### src/afce_pkg.sv
// Shared types and constants for the ADC frame channel extremes block.
// Holds configuration codes, reset values and the fixed-point volts constants.
// No dependencies.
package afce_pkg;

  // Default sample width.
  localparam int SAMPLE_BITS_DEF = 24;

  // Configuration port.
  localparam int CFG_IDX_W  = 1;
  localparam int CFG_DATA_W = 12;
  localparam logic [CFG_IDX_W-1:0] CFG_CHANNEL_ID = 1'd0;
  localparam logic [CFG_IDX_W-1:0] CFG_MAX_FRAME  = 1'd1;

  localparam logic [7:0]  CHANNEL_ID_RST = 8'd234;
  localparam logic [11:0] MAX_FRAME_RST  = 12'd1500;

  localparam logic [31:0] SYNC_WORD = 32'hFFFF_FFFF;

  // Result field widths.
  localparam int RAW_W   = 24;
  localparam int VOLTS_W = 21;
  localparam int MAX_W   = 23;
  localparam int MIN_W   = 24;

  // Volts conversion: q = round(|s| * 1024 / 9375), done as a reciprocal
  // multiply with one correction step. Magnitudes above the clamp saturate
  // anyway, so they are clipped first to keep the datapath narrow.
  localparam int MAG_W       = 24;
  localparam int RECIP_W     = 27;
  localparam int RECIP_SHIFT = 40;
  localparam int PROD_W      = MAG_W + RECIP_W;
  localparam int SUM_W       = PROD_W + 10;
  localparam int Y_W         = MAG_W + 10;
  localparam int REM_W       = Y_W + 1;
  localparam int Q_W         = 21;

  localparam logic [MAG_W-1:0]   VOLT_CLAMP = 24'd9700000;
  localparam logic [RECIP_W-1:0] RECIP      = 27'd117281240;
  localparam logic [13:0]        ROUND_BIAS = 14'd4687;
  localparam logic [13:0]        VOLT_DIV   = 14'd9375;
  localparam logic [SUM_W-1:0]   ROUND_TERM = SUM_W'(ROUND_BIAS) * SUM_W'(RECIP);

  localparam logic [Q_W-1:0] VOLTS_POS_MAX = 21'd1048575;
  localparam logic [Q_W-1:0] VOLTS_NEG_MAG = 21'd1048576;

  // Control from the parser to the extremes tracker.
  typedef struct packed {
    logic clear;
    logic update;
  } afce_track_ctl_t;

endpackage

### src/afce_in_if.sv
// Input word channel: valid/ready handshake with a command bit and a stream word.
// No dependencies.
interface afce_in_if;
  logic        valid;
  logic        ready;
  logic        command;
  logic [31:0] data_word;

  modport source (output valid, command, data_word, input ready);
  modport sink   (input valid, command, data_word, output ready);
endinterface

### src/afce_out_if.sv
// Result word channel: valid/ready handshake with the sample, volts and extremes.
// No dependencies.
interface afce_out_if;
  logic               valid;
  logic               ready;
  logic signed [23:0] sample_raw;
  logic signed [20:0] sample_volts_q16;
  logic        [22:0] max_first;
  logic        [22:0] max_second;
  logic signed [23:0] min_first;
  logic signed [23:0] min_second;

  modport source (output valid, sample_raw, sample_volts_q16, max_first, max_second,
                  min_first, min_second, input ready);
  modport sink   (input valid, sample_raw, sample_volts_q16, max_first, max_second,
                  min_first, min_second, output ready);
endinterface

### src/afce_frame_parser.sv
// Frame parser: sync, header and byte count, then the payload word countdown.
// Depends on afce_pkg.
module afce_frame_parser (
  input  logic        clk,
  input  logic        rst_n,
  input  logic        fire_i,
  input  logic        command_i,
  input  logic [31:0] data_word_i,
  input  logic [7:0]  channel_id_i,
  input  logic [11:0] max_frame_i,
  output logic        hit_o
);

  localparam logic [1:0] PH_HUNT    = 2'd0;
  localparam logic [1:0] PH_HEADER  = 2'd1;
  localparam logic [1:0] PH_COUNT   = 2'd2;
  localparam logic [1:0] PH_PAYLOAD = 2'd3;

  logic [1:0] phase_r, phase_nxt;
  logic [9:0] words_left_r, words_left_nxt;
  logic [9:0] wl_dec;

  always_comb begin
    phase_nxt      = phase_r;
    words_left_nxt = words_left_r;
    wl_dec         = (words_left_r != 10'd0) ? words_left_r - 10'd1 : words_left_r;
    if (command_i) begin
      phase_nxt      = PH_HUNT;
      words_left_nxt = 10'd0;
    end else begin
      unique case (phase_r)
        PH_HUNT: begin
          if (data_word_i == afce_pkg::SYNC_WORD) phase_nxt = PH_HEADER;
        end
        PH_HEADER: begin
          phase_nxt = data_word_i[31] ? PH_HUNT : PH_COUNT;
        end
        PH_COUNT: begin
          // Oversized frames and counts under one word go straight back to hunting.
          if (data_word_i > 32'(max_frame_i) || data_word_i[31:2] == 30'd0) begin
            phase_nxt      = PH_HUNT;
            words_left_nxt = 10'd0;
          end else begin
            phase_nxt      = PH_PAYLOAD;
            words_left_nxt = data_word_i[11:2];
          end
        end
        PH_PAYLOAD: begin
          words_left_nxt = wl_dec;
          if (wl_dec == 10'd0) phase_nxt = PH_HUNT;
        end
        default: phase_nxt = PH_HUNT;
      endcase
    end
  end

  always_ff @(posedge clk) begin
    if (!rst_n) begin
      phase_r      <= PH_HUNT;
      words_left_r <= 10'd0;
    end else if (fire_i) begin
      phase_r      <= phase_nxt;
      words_left_r <= words_left_nxt;
    end
  end

  assign hit_o = !command_i && (phase_r == PH_PAYLOAD) &&
                 (data_word_i[31:24] == channel_id_i);

endmodule

### src/afce_extremes.sv
// Running distinct first and second maxima and minima of the selected samples.
// Depends on afce_pkg for the control struct.
module afce_extremes #(
  parameter int SAMPLE_BITS = afce_pkg::SAMPLE_BITS_DEF
) (
  input  logic                          clk,
  input  logic                          rst_n,
  input  afce_pkg::afce_track_ctl_t     ctl_i,
  input  logic signed [SAMPLE_BITS-1:0] sample_i,
  output logic [4*SAMPLE_BITS-1:0]      ext_o
);

  logic signed [SAMPLE_BITS-1:0] max1_r, max2_r, min1_r, min2_r;
  logic signed [SAMPLE_BITS-1:0] max1_nxt, max2_nxt, min1_nxt, min2_nxt;

  always_comb begin
    max1_nxt = max1_r;
    max2_nxt = max2_r;
    min1_nxt = min1_r;
    min2_nxt = min2_r;
    if (sample_i > max1_r) begin
      max2_nxt = max1_r;
      max1_nxt = sample_i;
    end else if (sample_i < max1_r && sample_i > max2_r) begin
      max2_nxt = sample_i;
    end
    if (sample_i < min1_r) begin
      min2_nxt = min1_r;
      min1_nxt = sample_i;
    end else if (sample_i > min1_r && sample_i < min2_r) begin
      min2_nxt = sample_i;
    end
  end

  always_ff @(posedge clk) begin
    if (!rst_n || ctl_i.clear) begin
      max1_r <= '0;
      max2_r <= '0;
      min1_r <= '0;
      min2_r <= '0;
    end else if (ctl_i.update) begin
      max1_r <= max1_nxt;
      max2_r <= max2_nxt;
      min1_r <= min1_nxt;
      min2_r <= min2_nxt;
    end
  end

  // The result carries the extremes with its own sample already included.
  assign ext_o = {max1_nxt, max2_nxt, min1_nxt, min2_nxt};

endmodule

### src/afce_result_pipe.sv
// Result pipeline: magnitude, reciprocal multiply, rounding correction and
// saturation of the volts value, with the sample and extremes carried alongside.
// Depends on afce_pkg and afce_out_if.
module afce_result_pipe #(
  parameter int SAMPLE_BITS = afce_pkg::SAMPLE_BITS_DEF
) (
  input  logic                          clk,
  input  logic                          rst_n,
  input  logic                          push_i,
  input  logic signed [SAMPLE_BITS-1:0] sample_i,
  input  logic [4*SAMPLE_BITS-1:0]      ext_i,
  output logic                          in_ready_o,
  afce_out_if.source                    out_ch
);

  localparam int SB    = SAMPLE_BITS;
  localparam int EXT_W = 4 * SAMPLE_BITS;

  logic v1_r, v2_r, v3_r, v4_r, v5_r;
  logic st1_rdy, st2_rdy, st3_rdy, st4_rdy, st5_rdy;

  logic signed [SB-1:0] smp1_r, smp2_r, smp3_r, smp4_r, smp5_r;
  logic [EXT_W-1:0]     ext1_r, ext2_r, ext3_r, ext4_r, ext5_r;
  logic                 neg2_r, neg3_r, neg4_r;
  logic [afce_pkg::MAG_W-1:0] mag2_r, mag3_r;
  logic [afce_pkg::Q_W-1:0]   qe3_r, q4_r;
  logic signed [afce_pkg::VOLTS_W-1:0] volts5_r;

  // Each stage moves on when the one after it is empty or moving.
  assign st5_rdy    = !v5_r || out_ch.ready;
  assign st4_rdy    = !v4_r || st5_rdy;
  assign st3_rdy    = !v3_r || st4_rdy;
  assign st2_rdy    = !v2_r || st3_rdy;
  assign st1_rdy    = !v1_r || st2_rdy;
  assign in_ready_o = st1_rdy;

  // Stage 2: magnitude of the sample, clipped where the result saturates anyway.
  logic signed [31:0]         s32;
  logic [31:0]                abs32;
  logic [afce_pkg::MAG_W-1:0] mag_c;

  assign s32   = 32'(smp1_r);
  assign abs32 = smp1_r[SB-1] ? 32'(-s32) : 32'(s32);
  assign mag_c = (abs32 > 32'(afce_pkg::VOLT_CLAMP)) ? afce_pkg::VOLT_CLAMP
                                                     : abs32[afce_pkg::MAG_W-1:0];

  // Stage 3: quotient estimate, at most one below the rounded quotient.
  logic [afce_pkg::PROD_W-1:0] prod;
  logic [afce_pkg::SUM_W-1:0]  sum;

  assign prod = afce_pkg::PROD_W'(mag2_r) * afce_pkg::PROD_W'(afce_pkg::RECIP);
  assign sum  = {prod, 10'd0} + afce_pkg::ROUND_TERM;

  // Stage 4: correct the estimate by checking the remainder.
  logic [afce_pkg::Y_W-1:0]   y;
  logic [afce_pkg::REM_W-1:0] qd, rem;
  logic [afce_pkg::Q_W-1:0]   q_c;

  assign y   = {mag3_r, 10'd0} + afce_pkg::Y_W'(afce_pkg::ROUND_BIAS);
  assign qd  = afce_pkg::REM_W'(qe3_r) * afce_pkg::REM_W'(afce_pkg::VOLT_DIV);
  assign rem = afce_pkg::REM_W'(y) - qd;
  assign q_c = (rem >= afce_pkg::REM_W'(afce_pkg::VOLT_DIV)) ? qe3_r + 1'b1 : qe3_r;

  // Stage 5: apply the sign and saturate.
  logic signed [afce_pkg::VOLTS_W-1:0] volts_c;

  always_comb begin
    if (neg4_r) begin
      volts_c = (q4_r > afce_pkg::VOLTS_NEG_MAG) ? afce_pkg::VOLTS_W'(-afce_pkg::VOLTS_NEG_MAG)
                                                 : afce_pkg::VOLTS_W'(-q4_r);
    end else begin
      volts_c = (q4_r > afce_pkg::VOLTS_POS_MAX) ? afce_pkg::VOLTS_POS_MAX : q4_r;
    end
  end

  always_ff @(posedge clk) begin
    if (!rst_n) begin
      v1_r <= 1'b0;
      v2_r <= 1'b0;
      v3_r <= 1'b0;
      v4_r <= 1'b0;
      v5_r <= 1'b0;
    end else begin
      if (st1_rdy) v1_r <= push_i;
      if (st2_rdy) v2_r <= v1_r;
      if (st3_rdy) v3_r <= v2_r;
      if (st4_rdy) v4_r <= v3_r;
      if (st5_rdy) v5_r <= v4_r;
    end
  end

  always_ff @(posedge clk) begin
    if (st1_rdy) begin
      smp1_r <= sample_i;
      ext1_r <= ext_i;
    end
    if (st2_rdy) begin
      smp2_r <= smp1_r;
      ext2_r <= ext1_r;
      neg2_r <= smp1_r[SB-1];
      mag2_r <= mag_c;
    end
    if (st3_rdy) begin
      smp3_r <= smp2_r;
      ext3_r <= ext2_r;
      neg3_r <= neg2_r;
      mag3_r <= mag2_r;
      qe3_r  <= sum[afce_pkg::RECIP_SHIFT +: afce_pkg::Q_W];
    end
    if (st4_rdy) begin
      smp4_r <= smp3_r;
      ext4_r <= ext3_r;
      neg4_r <= neg3_r;
      q4_r   <= q_c;
    end
    if (st5_rdy) begin
      smp5_r   <= smp4_r;
      ext5_r   <= ext4_r;
      volts5_r <= volts_c;
    end
  end

  // Result fields are the low bits of the 32-bit sign-extended values.
  logic signed [SB-1:0] o_max1, o_max2, o_min1, o_min2;
  logic signed [31:0]   w_smp, w_max1, w_max2, w_min1, w_min2;

  assign o_max1 = ext5_r[4*SB-1 -: SB];
  assign o_max2 = ext5_r[3*SB-1 -: SB];
  assign o_min1 = ext5_r[2*SB-1 -: SB];
  assign o_min2 = ext5_r[SB-1 -: SB];
  assign w_smp  = 32'(smp5_r);
  assign w_max1 = 32'(o_max1);
  assign w_max2 = 32'(o_max2);
  assign w_min1 = 32'(o_min1);
  assign w_min2 = 32'(o_min2);

  assign out_ch.valid            = v5_r;
  assign out_ch.sample_raw       = w_smp[afce_pkg::RAW_W-1:0];
  assign out_ch.sample_volts_q16 = volts5_r;
  assign out_ch.max_first        = w_max1[afce_pkg::MAX_W-1:0];
  assign out_ch.max_second       = w_max2[afce_pkg::MAX_W-1:0];
  assign out_ch.min_first        = w_min1[afce_pkg::MIN_W-1:0];
  assign out_ch.min_second       = w_min2[afce_pkg::MIN_W-1:0];

endmodule

### src/adc_frame_channel_extremes.sv
// Each result enters stage 1 with its word and reaches out_ch from stage 5.
// Throughput: one word per cycle, set by the five-stage volts pipeline; a stage
// holds only when it is full and the stage after it holds, so the input stalls
// only once all five stages are full and the output is blocked.
// Reset (rst_n, synchronous): parser hunts for sync, extremes are zero, the
// pipeline is empty, channel_id = 234 and max_frame_bytes = 1500.
module adc_frame_channel_extremes #(
  parameter int SAMPLE_BITS = afce_pkg::SAMPLE_BITS_DEF
) (
  input  logic                              clk,
  input  logic                              rst_n,
  afce_in_if.sink                           in_ch,
  afce_out_if.source                        out_ch,
  input  logic                              cfg_we,
  input  logic [afce_pkg::CFG_IDX_W-1:0]    cfg_index,
  input  logic [afce_pkg::CFG_DATA_W-1:0]   cfg_wdata
);

  logic [7:0]  channel_id_r;
  logic [11:0] max_frame_r;

  always_ff @(posedge clk) begin
    if (!rst_n) begin
      channel_id_r <= afce_pkg::CHANNEL_ID_RST;
      max_frame_r  <= afce_pkg::MAX_FRAME_RST;
    end else if (cfg_we) begin
      unique case (cfg_index)
        afce_pkg::CFG_CHANNEL_ID: channel_id_r <= cfg_wdata[7:0];
        afce_pkg::CFG_MAX_FRAME:  max_frame_r  <= cfg_wdata;
        default: ;
      endcase
    end
  end

  logic                          pipe_ready;
  logic                          in_fire;
  logic                          hit;
  logic                          push;
  logic signed [SAMPLE_BITS-1:0] sample;
  logic [4*SAMPLE_BITS-1:0]      ext_nxt;
  afce_pkg::afce_track_ctl_t     track_ctl;

  assign in_ch.ready = pipe_ready;
  assign in_fire     = in_ch.valid && pipe_ready;
  assign push        = in_fire && hit;
  assign sample      = in_ch.data_word[SAMPLE_BITS-1:0];

  assign track_ctl.clear  = in_fire && in_ch.command;
  assign track_ctl.update = push;

  afce_frame_parser u_parser (
    .clk          (clk),
    .rst_n        (rst_n),
    .fire_i       (in_fire),
    .command_i    (in_ch.command),
    .data_word_i  (in_ch.data_word),
    .channel_id_i (channel_id_r),
    .max_frame_i  (max_frame_r),
    .hit_o        (hit)
  );

  afce_extremes #(.SAMPLE_BITS(SAMPLE_BITS)) u_extremes (
    .clk      (clk),
    .rst_n    (rst_n),
    .ctl_i    (track_ctl),
    .sample_i (sample),
    .ext_o    (ext_nxt)
  );

  afce_result_pipe #(.SAMPLE_BITS(SAMPLE_BITS)) u_pipe (
    .clk        (clk),
    .rst_n      (rst_n),
    .push_i     (push),
    .sample_i   (sample),
    .ext_i      (ext_nxt),
    .in_ready_o (pipe_ready),
    .out_ch     (out_ch)
  );

`ifndef NO_ASSERTIONS
  logic signed [SAMPLE_BITS-1:0] a_max1, a_max2, a_min1, a_min2;
  assign a_max1 = ext_nxt[4*SAMPLE_BITS-1 -: SAMPLE_BITS];
  assign a_max2 = ext_nxt[3*SAMPLE_BITS-1 -: SAMPLE_BITS];
  assign a_min1 = ext_nxt[2*SAMPLE_BITS-1 -: SAMPLE_BITS];
  assign a_min2 = ext_nxt[SAMPLE_BITS-1 -: SAMPLE_BITS];

  // The second extremes never pass the first ones.
  a_extreme_order: assert property (@(posedge clk) disable iff (!rst_n)
    push |-> (a_max1 >= a_max2) && (a_min1 <= a_min2))
    else $error("extremes out of order");

  // The input stalls only when every stage is full and the output is blocked.
  a_stall_cause: assert property (@(posedge clk) disable iff (!rst_n)
    !in_ch.ready |-> (out_ch.valid && !out_ch.ready))
    else $error("input stalled with room in the pipeline");

  // A clear command never produces a result word.
  a_clear_silent: assert property (@(posedge clk) disable iff (!rst_n)
    (in_fire && in_ch.command) |-> !push)
    else $error("clear command produced a result");
`endif

endmodule

### src/flat_wrapper.sv
// flat-port wrapper written by rule: the top's interface ports become plain ports
module adc_frame_channel_extremes_flat 
#(
  parameter int SAMPLE_BITS = afce_pkg::SAMPLE_BITS_DEF
)
  (clk, rst_n, cfg_we, cfg_index, cfg_wdata, in_ch_valid, in_ch_command, in_ch_data_word, in_ch_ready, out_ch_valid, out_ch_sample_raw, out_ch_sample_volts_q16, out_ch_max_first, out_ch_max_second, out_ch_min_first, out_ch_min_second, out_ch_ready);
  afce_in_if in_ch_i ();
  afce_out_if out_ch_i ();
  input  logic clk;
  input  logic rst_n;
  input  logic cfg_we;
  input  logic [afce_pkg::CFG_IDX_W-1:0] cfg_index;
  input  logic [afce_pkg::CFG_DATA_W-1:0] cfg_wdata;
  input wire logic [$bits(in_ch_i.valid)-1:0] in_ch_valid;
  input wire logic [$bits(in_ch_i.command)-1:0] in_ch_command;
  input wire logic [$bits(in_ch_i.data_word)-1:0] in_ch_data_word;
  output wire logic [$bits(in_ch_i.ready)-1:0] in_ch_ready;
  output wire logic [$bits(out_ch_i.valid)-1:0] out_ch_valid;
  output wire logic [$bits(out_ch_i.sample_raw)-1:0] out_ch_sample_raw;
  output wire logic [$bits(out_ch_i.sample_volts_q16)-1:0] out_ch_sample_volts_q16;
  output wire logic [$bits(out_ch_i.max_first)-1:0] out_ch_max_first;
  output wire logic [$bits(out_ch_i.max_second)-1:0] out_ch_max_second;
  output wire logic [$bits(out_ch_i.min_first)-1:0] out_ch_min_first;
  output wire logic [$bits(out_ch_i.min_second)-1:0] out_ch_min_second;
  input wire logic [$bits(out_ch_i.ready)-1:0] out_ch_ready;
  assign in_ch_i.valid = in_ch_valid;
  assign in_ch_i.command = in_ch_command;
  assign in_ch_i.data_word = in_ch_data_word;
  assign in_ch_ready = in_ch_i.ready;
  assign out_ch_valid = out_ch_i.valid;
  assign out_ch_sample_raw = out_ch_i.sample_raw;
  assign out_ch_sample_volts_q16 = out_ch_i.sample_volts_q16;
  assign out_ch_max_first = out_ch_i.max_first;
  assign out_ch_max_second = out_ch_i.max_second;
  assign out_ch_min_first = out_ch_i.min_first;
  assign out_ch_min_second = out_ch_i.min_second;
  assign out_ch_i.ready = out_ch_ready;
  adc_frame_channel_extremes #(.SAMPLE_BITS(SAMPLE_BITS)) u_core (.clk(clk), .rst_n(rst_n), .in_ch(in_ch_i), .out_ch(out_ch_i), .cfg_we(cfg_we), .cfg_index(cfg_index), .cfg_wdata(cfg_wdata));
endmodule
### config.mk
export PLATFORM = sky130hd
export DESIGN_NAME = adc_frame_channel_extremes_flat
export DESIGN_NICKNAME = d
export VERILOG_FILES = /design/src/afce_pkg.sv /design/src/afce_in_if.sv /design/src/afce_out_if.sv /design/src/afce_frame_parser.sv /design/src/afce_extremes.sv /design/src/afce_result_pipe.sv /design/src/adc_frame_channel_extremes.sv /design/src/flat_wrapper.sv
export SDC_FILE = /design/constraint.sdc
export NUM_CORES = 2
export LEC_CHECK = 0
export ABC_AREA = 1
export BUFFER_PORTS_ARGS = -buffer_cell sky130_fd_sc_hd__buf_4
export CAP_MARGIN = 15
export CORE_MARGIN = 3
export CORE_UTILIZATION = 55
export DETAILED_ROUTE_END_ITERATION = 10
export PLACE_DENSITY = 0.84
export SETUP_SLACK_MARGIN = 0.5
export SYNTH_ARGS = -nofsm -noshare
export SYNTH_HDL_FRONTEND = slang
export SYNTH_SLANG_ARGS = --single-unit
export TNS_END_PERCENT = 1
### constraint.sdc
create_clock -name clk -period 14.7 [get_ports clk]
set_input_delay 0.735 -clock clk [delete_from_list [all_inputs] [get_ports clk]]
set_output_delay 0.735 -clock clk [all_outputs]
set_load 0.005 [all_outputs]
==> results_dict.tcl <==
set metrics [dict create \
    status "completed" \
    cts_tree "yes" \
    setup_slack_ns 6.77 \
    root_buffer "clkbuf_16" \
    netlist_top_cells_count "inv_1, nand2_1, edfxtp_1" \
    yosys_register_bits 834 \
    nets 6527 \
    synth.area.top_cells "edfxtp_1, fa_1, ha_1" \
    synthesis.nets 6319 \
    drive_gt1_share_pct 7.71 \
    grt_pass1_wl_mm 229 \
    hold_viol_final 0 \
    hpwl_mm 109 \
    synth.most_common_cell "inv_1" \
    vias 39600 \
    htree_num_levels 3 \
    hold_slack_ns 0.330 \
    ys_async_sr_fraction_pct 0 \
    max_stage_delay_ns 0.76 \
    slew_violations 0 \
    critPathRequiredTime_ns 15.08 \
    end_kind "flip-flop" \
    maxSlewHeadroom_pct 23.8 \
    ys.flop_type "edfxtp_1" \
    numCtsBuffers 81 \
    cp-start-kind "flip-flop" \
    antenna_left 0 \
    arrival_ns 8.31 \
    synth_cell_types 51 \
    start_util_pct 56.0 \
    overflow 0 \
    num_antenna_cells 0 \
    crit_slowest_cell "nor2_2" \
    cts_buffer_depth 3 \
    drt_iter0_markers 4604 \
    post-route-drc-count 0 \
    clk_pin_slew_ns 0.08 \
    die_w_um 318 \
    crit_fanout 22 \
    finalSetupViolCount 0 \
    holdPathEnd "u_core.channel_id_r[1]$_SDFFE_PN1P_" \
    min_path_cells 3 \
    finalSetupTns_ns 0 \
    critical_path_buf_inv_count 2 \
    yosys_warnings 0 \
    hold_start "cfg_wdata[1]" \
    min_path_type "in -> reg" \
    synth_top_area_share_pct 39.2 \
    grt_use_total_pct 29.1 \
    finalCritPeriodShare_pct 53.9 \
    antenna_found_initial 2 \
    worstSkewPairLatency_ns 0.66 \
    cpLargestDelayFamily "adder cells" \
    drv_cap 0 \
    worstSetupPathType "reg -> reg" \
    fin_crit_ns 7.93 \
    fmax_ghz 0.126 \
    r2r_slack_ns 6.77 \
    num_rows 113 \
    rsz0062_at_grt "false" \
    fin_util_pct 61.6 \
    gp_congestion 0.990 \
    hold_buffers 0 \
    tightest_slew_ns 1.14 \
    post_cts_buffers 0 \
    grt_pass1_vias 39700 \
    routed_wl_mm 148 \
    timing.rr.start "u_core.u_pipe.mag3_r[3]$_DFFE_PP_" \
    grt_max_degree 80 \
    cts_sinks 834 \
    die_y_um 318 \
    wl_per_cell_um 21.1 \
    ios 192 \
    die_area_um2 101000 \
    path_common_cell "nand2_1" \
    netlist_area_um2 53600 \
    core_um2 95900 \
    synth.avg_cell_area_um2 9.85 \
    clock_skew_ns 0.0336 \
    port_buffers 191 \
    synth-seq-area-share_pct 44.2 \
    synth_top_area_cell "edfxtp_1" \
    reg2reg_depth 29 \
    syn_inst 5446 \
    first_pass_iters 7 \
    syn_to_final_growth_pct 10.2 \
    r2r-end "u_core.u_pipe.q4_r[20]$_DFFE_PP_" \
    synth_edf_count 701 \
    ctsResizeCount 0 \
    dp_slack_ns 7.08 \
    vias_per_cell 5.67 \
]
flip-flops by register name, summed over array words and instances, names as in the netlist, 2 cells and up, named ones only:
signal / cells
u_core.u_pipe.out_ch.sample_volts_q16: 21
u_core.u_pipe.smp2_r: 24
u_core.u_pipe.qe3_r: 21
u_core.u_pipe.ext4_r: 94
u_core.u_pipe.ext1_r: 94
u_core.u_pipe.smp1_r: 24
u_core.u_extremes.min1_r: 24
u_core.u_extremes.min2_r: 24
u_core.u_pipe.mag2_r: 24
u_core.u_extremes.max2_r: 23
u_core.u_pipe.smp3_r: 24
u_core.u_pipe.ext3_r: 94
u_core.u_pipe.ext5_r: 94
u_core.u_parser.phase_r: 2
u_core.u_pipe.out_ch.sample_raw: 24
u_core.u_extremes.max1_r: 24
u_core.u_pipe.ext2_r: 94
u_core.u_pipe.smp4_r: 24
u_core.max_frame_r: 12
u_core.u_pipe.q4_r: 21
u_core.channel_id_r: 8
u_core.u_parser.words_left_r: 10
u_core.u_pipe.mag3_r: 24
cell type report:
| cell class | count | area (um^2) |
|---|---|---|
| multi-input cells | 3369 | 25200 |
| fillers | 7373 | 36800 |
| repair buffers | 210 | 1580 |
| flip-flops and latches | 834 | 23700 |
| clock inverters | 46 | 454 |
| inverters | 1158 | 4370 |
| clock buffers | 103 | 2190 |
| well taps | 1265 | 1580 |
per-layer routing:
layer	GRT usage, %	share of wire (%)	vias to the layer above
met4	12.3	5.0	2
met3	5.40	9.5	468
li1	-	-	18000
met5	0	0.0088	-
met1	37.9	38	18900
met2	48.0	47	2231
cells by family after synthesis:
family                   after synthesis  synth area share (%)
AND/OR/NAND/NOR                     1878                  15.3
buffers and inverters               1243                  8.83
flip-flops                           834                  44.2
adder cells (fa/ha/maj)              822                  24.3
AO/OA/AOI/OAI                        542                  5.33
XOR/XNOR                             127                  2.07
placed cells by master, fill, tap and decap left out, drive strengths merged, types with 3 or more instances in the layout:
cell	instances
fa	363
o21bai	11
edfxtp	701
bufinv	5
nand3	257
dfxtp	133
nand3b	24
nor3	47
nand4	117
xnor2	38
clkinv	35
a211oi	3
inv	1159
a21boi	3
clkbuf	103
and2	3
nor2	323
or2	12
xor2	89
and3	4
nand2	1068
a21o	8
o21a	4
a21oi	266
ha	459
o21ai	227
buf	210
o211ai	16
clkinvlp	5
nor4	19
worst max path at each step:
| stage | from | endpoint | slack (ns) | depth (start not counted) |
|---|---|---|---|---|
| after floorplan | out_ch_ready | in_ch_ready | 2.52 | 10 |
| after global placement | u_core.u_pipe.mag2_r[0]$_SDFFCE_PN0P_ | u_core.u_pipe.qe3_r[13]$_DFFE_PP_ | 7.08 | 29 |
| final | u_core.u_pipe.mag3_r[3]$_DFFE_PP_ | u_core.u_pipe.q4_r[20]$_DFFE_PP_ | 6.77 | 29 |
| after CTS | u_core.u_pipe.mag3_r[3]$_DFFE_PP_ | u_core.u_pipe.q4_r[20]$_DFFE_PP_ | 6.93 | 29 |
| after detailed placement | u_core.u_pipe.mag2_r[0]$_SDFFCE_PN0P_ | u_core.u_pipe.qe3_r[13]$_DFFE_PP_ | 7.08 | 29 |
| after global routing | u_core.u_pipe.mag3_r[3]$_DFFE_PP_ | u_core.u_pipe.q4_r[14]$_DFFE_PP_ | 6.29 | 29 |
through the flow:
stage | std cells | area (um^2)
global placement | 6836 | 56400
detailed placement | 6836 | 56400
floorplan | 5446 | 53600
CTS | 6985 | 59100
finish | 6985 | 59100
global route | 6985 | 59100
worst register-to-register path, delay by kind of cell, from the launching register on:
family | cells | cell delay, ns
AO/OA/AOI/OAI | 3 | 0.53
XOR/XNOR | 1 | 0.23
adder cells (fa/ha/maj) | 8 | 3.49
buffers and inverters | 2 | 0.13
flip-flops | 1 | 0.51
AND/OR/NAND/NOR | 15 | 2.77
Power is left out: the tool's default activity adds up to more than one toggle a clock period on the data nets, which glitch-free logic cannot reach.
